File: src/sv/chr_pkg.sv
// Package: constants, types and hash function for the consistent hash ring.
`timescale 1ns / 1ps
`default_nettype none

package chr_pkg;

    localparam int MAX_SERVERS = 1024;
    localparam int REPLICAS    = 2;
    localparam int NODE_DEPTH  = MAX_SERVERS * REPLICAS;
    localparam int SRV_AW      = $clog2(MAX_SERVERS);
    localparam int NODE_AW     = $clog2(NODE_DEPTH);
    localparam int NODE_CW     = NODE_AW + 1;
    localparam int SRV_CW      = SRV_AW + 1;
    localparam int TAG_W       = (REPLICAS > 1) ? $clog2(REPLICAS) : 1;

    localparam logic [63:0] HASH_MUL = 64'h0000_0000_045d_9f3b;

    typedef enum logic [1:0] {
        CMD_ADD    = 2'd0,
        CMD_REMOVE = 2'd1,
        CMD_DIST   = 2'd2,
        CMD_NONE   = 2'd3
    } cmd_t;

    typedef enum logic [2:0] {
        ST_OK      = 3'd0,
        ST_LIMIT   = 3'd1,
        ST_PRESENT = 3'd2,
        ST_ABSENT  = 3'd3,
        ST_EMPTY   = 3'd4
    } status_t;

    // label = (tag << 48) ^ id
    function automatic logic [63:0] make_label(input logic [47:0] id,
                                               input logic [TAG_W-1:0] tag);
        logic [63:0] t;
        t = 64'(tag) << 48;
        return t ^ {16'h0, id};
    endfunction

    // x ^ (x >> 16)
    function automatic logic [63:0] fold16(input logic [63:0] x);
        return x ^ (x >> 16);
    endfunction

endpackage

`default_nettype wire

File: src/sv/chr_mul.sv
// Pipelined 64 x 27 multiply mod 2^64 by the hash constant, two stages.
`timescale 1ns / 1ps
`default_nettype none

module chr_mul
    import chr_pkg::*;
(
    input  wire logic        clk,
    input  wire logic [63:0] a,
    output logic      [63:0] p
);

    logic [63:0] lo_reg;
    logic [63:0] hi_reg;

    // Split into two 32 x 27 partial products, then combine.
    always_ff @(posedge clk)
    begin
        lo_reg <= 64'(a[31:0] * HASH_MUL[26:0]);
        hi_reg <= 64'(a[63:32] * HASH_MUL[26:0]) << 32;
    end

    always_ff @(posedge clk)
    begin
        p <= lo_reg + hi_reg;
    end

endmodule

`default_nettype wire

File: config.mk
export PLATFORM = sky130hd
export DESIGN_NAME = chr_mul
export DESIGN_NICKNAME = d
export VERILOG_FILES = /design/src/sv/chr_pkg.sv /design/src/sv/chr_mul.sv
export SDC_FILE = /design/constraint.sdc
export NUM_CORES = 2
export LEC_CHECK = 0
export BUFFER_PORTS_ARGS = -buffer_cell sky130_fd_sc_hd__buf_2
export CORE_AREA = 8 8 239 241
export CTS_CLUSTER_DIAMETER = 60
export DETAILED_ROUTE_END_ITERATION = 12
export DIE_AREA = 0 0 247 249
export HOLD_SLACK_MARGIN = 0.15
export MAX_ROUTING_LAYER = met4
export PLACE_DENSITY = 0.76
export SLEW_MARGIN = 20
export SYNTH_ARGS = -nofsm -noshare
export SYNTH_HDL_FRONTEND = slang
export SYNTH_SLANG_ARGS = --single-unit
File: constraint.sdc
create_clock -name clk -period 10.6 [get_ports clk]
set_input_delay 1.59 -clock clk [delete_from_list [all_inputs] [get_ports clk]]
set_output_delay 1.59 -clock clk [all_outputs]
set_load 0.01 [all_outputs]
Word-level counts from Yosys, hierarchy flattened

Index checks and enable logic that the tools add are counted.

Bits in read-only memories: 0
Bits in writable memories: 0
Bits in registers: 155
Bits in latches: 0
Memories: 0
Bits of input ports: 65

$lt $le $gt $ge: 0
Multiplexer cells: 0
Bitwise operators: 0
Add/subtract/negate cells: 1
Reduce and logical (&&, ||, !) cells: 0
Eq/ne operators: 0
Div/mod/pow operators: 0
Shift operators: 0
Multipliers: 2

Operator list:

| cell                                                                   | count |
|---|---|
| 59-bit by 64-bit adder with 64-bit output                              | 1 |
| 32-bit by 27-bit multiplier with 59-bit output (second input constant) | 1 |
| 32-bit by 27-bit multiplier with 32-bit output (second input constant) | 1 |

Logic depth before layout (Yosys ltp)

Depth in word-level cells: 1
Gate-level depth with buffers: 27
Mapped depth without buffers: 26

Worst setup path before layout

No wires, ideal clock.

Kind: input -> register
Start point: input port a[22]
End point: register lo_reg[58]
Cell stages on the path: 24
Arrival time: 7.322 ns
Setup time: 0.072 ns
Required time: 10.528 ns
Path slack: 3.206 ns
Path through: inv_1 > fa_1 > inv_1 > ha_1 > inv_1 > fa_1 > fa_1 > inv_1 > fa_1 > fa_1 > inv_1 > fa_1 > inv_1 > ha_1 > a21oi_1 > o21ai_0 > a221oi_1 > o221a_2 > a21oi_1 > a221o_1 > o21ba_2 > a211o_1 > a21oi_1 > xnor2_1

Longest elaborated chain between the ends: 1

RTL lines:

| item                                           | RTL line      | text |
|---|---|---|
| start: declaration                             | chr_mul.sv:9  | `input wire logic [63:0] a,` |
| 32-bit by 27-bit multiplier with 59-bit output | chr_mul.sv:19 | `lo_reg <= 64'(a[31:0] * HASH_MUL[26:0]);` |
| end signal: assignment                         | chr_mul.sv:19 |  |
| end: declaration                               | chr_mul.sv:13 | `logic [63:0] lo_reg;` |

No other way between the ends.

Final worst setup path

Start point: input port a[23]
End point: register lo_reg[57]

Same word-level chain as after synthesis.

==> out/metrics.cfg <==
[clock_network]
cts_setup_buffers=0
clkSlewWorstSetupHoldPaths_ns=0.07
clock_tree.root_cell=clkbuf_16
clock_latency_ns=0.44
cts_buf_count=17
holdBufCountCts=0
ctsResizeCount=0
ctsLongestPathBuffers=2
clock-sinks=155
cts_tree=built
cts.htree.levels=4

[outcome]
status=completed

[synth]
synth_top_cell_by_area=fa_1
synthesis.nets=4051
syn_inst=2910
synthDominantCellAreaShare=0.399
synth_seq_cells=155
netlist_area_sq_um=29100
syn_avg_cell_area_sq_um=9.99
synth_enable_flop_cells=0
yosys_warnings=0
synth.area.top_cells=fa_1 40%, ha_1 21%, inv_1 13%, dfxtp_1 11%, xnor2_1 2.9%
ys_dominant_reg_cell=dfxtp_1
synth_cell_types=63
post_synthesis_sequential_area_ratio=0.107
postSynth.asyncResetShare=0

[place]
buffer_ports.inserted=128
hpwlAfterDp_um=63000
gp_congestion=0.988

[finish]
drive_gt1_frac=0.0569
mostFrequentLayoutCells=997 x inv_1, 579 x fa_1, 497 x ha_1, 155 x dfxtp_1, 128 x buf_2
final_common_cell=inv_1
area_growth_pct=7.16
layout.nets=4185
largest_reg_flops=64
layout.filler_cells=4485

[timing]
rsz0062_at_grt=no
worst_setup_skew_after_layout_ns=0.00890
sum_of_negative_setup_slack_ns=0
final.min_clock_period_ns=7.87
setup-violations-final=0
relSlewSlack=0.529
hold_violations=0
timing_max_transition_violations_final=0
timing_worst_slew_pin_value_ns=0.699
maxClockFrequency_ghz=0.127
timing.final.crit_share=0.742

[floorplanning]
rows=85
starting_density=0.546
floorplan.die_area_sq_um=61500
dieHeight_um=249
core_area_sq_um=53300
die_x_um=247
io-pin-count=129

[routing]
vias=19400
drt.antenna.violating_nets=0
detail_route.wl_per_cell_um=18.6
drt-initial-drc-count=1200
drt_first_pass_iters=5
avgViaCountPerCell=5.17
post-route-drc-count=0
route.final.wire_length_um=69700

[worst_setup_path]
crit_path_end_kind=flop
critical_path_peak_fanout=7
crit_required_ns=10.90
worst-endpoint-arrival_ns=8.17
critical_path_class=primary input to flop
worst-r2r-cell-count=13
crit_path_start_kind=primary input

[grt]
wire_length_of_the_first_global_routing_pass_um=113000
number_of_global_route_vias_before_repair=21400
aggregate_global_routing_overflow=0
pin_count_of_the_biggest_net_entering_global_routing=19
grt_antenna_before_repair=5
grt.total_usage=0.242

[worst_hold_path]
min_path_type=flop to flop
hold-path-cell-count=0

[flow_run]
maxCapViolations=0

-- per-stage QoR --
stage	cells	hold slack (ns)	util	worst slack (ns)	cell area, sq um
6_report	3754	0.328	0.585	2.73	31200
5_1_grt	3754	0.333	0.585	2.40	31200
4_1_cts	3753	0.330	0.585	2.82	31200
3_5_place_dp	3721	0.312	0.573	2.37	30500
3_3_place_gp	3721	0.310	0.573	2.52	30500
2_1_floorplan	2910	0.310	-	3.21	29100
-- logic make-up (layout without fill, tap and decap cells) --
logic type	Yosys count	in the layout	share of synthesized area
adder cells (fa/ha/maj)	1076	1076	0.612
other	0	1	0
multiplexers	1	1	0.000344
flip-flops	155	155	0.107
XOR/XNOR	144	144	0.0434
AO/OA/AOI/OAI	308	308	0.0693
AND/OR/NAND/NOR	216	216	0.0375
buffers and inverters	1010	1157	0.130
-- synthesized netlist by cell type, drive strengths merged, types with 13 or more instances --
| cell type | count |
|---|---|
| nor3 | 14 |
| dfxtp | 155 |
| nor2 | 55 |
| a31oi | 15 |
| clkbuf | 13 |
| nor2b | 19 |
| xnor2 | 95 |
| o21bai | 13 |
| inv | 997 |
| fa | 579 |
| nand3 | 16 |
| a21o | 61 |
| and3 | 18 |
| nand2 | 49 |
| a21oi | 99 |
| ha | 497 |
| o21ai | 46 |
| xor2 | 49 |
-- area by class of cell --
cell class | count | area, sq um | share of cell area
antenna | 1 | 2.50 | 0.0000803
clock inverter | 15 | 193 | 0.00618
sequential | 155 | 3100 | 0.0996
multi-input combinational | 1745 | 22200 | 0.712
clock buffer | 17 | 425 | 0.0137
inverter | 997 | 3740 | 0.120
tap | 696 | 871 | 0.0279
timing repair buffer | 128 | 641 | 0.0206
-- critical path, cell delays in order --
cell      delay (ns)
buf_2           0.17
inv_1           0.14
fa_1            0.56
inv_1           0.06
ha_1            0.32
inv_1           0.07
fa_1            0.45
fa_1            0.55
inv_1           0.06
fa_1            0.46
fa_1            0.54
inv_1           0.05
fa_1            0.48
inv_1           0.04
ha_1            0.35
a21o_1          0.21
a21o_1          0.16
a21oi_1         0.16
nor3b_1         0.28
o2111a_1        0.21
a21oi_1         0.09
o21ai_0         0.54
o21ai_0         0.34
nand4b_1        0.17
o211ai_1        0.09
-- path summary, 6_finish.rpt --
kind	end	slack, ns	startpoint
worst min-delay path	p[2]	0.33	lo_reg[2]
worst max register to register	p[60]	7.32	lo_reg[32]
worst min register to register	p[2]	0.33	lo_reg[2]
worst max-delay path	lo_reg[57]	2.73	a[23]
-- per-layer routing --
metal  wire, um  vias up  part of all wire  global-route usage
met5          0        -                 0                   -
met4       2570        0             0.037              0.0761
met3       4640      138             0.066              0.0461
met2      32400      599              0.46               0.379
met1      30100     9617              0.43               0.317
li1           -     9054                 -                   -
Power is not shown: default switching activity piles up to over one toggle a cycle in this logic, so the estimate is an artifact.
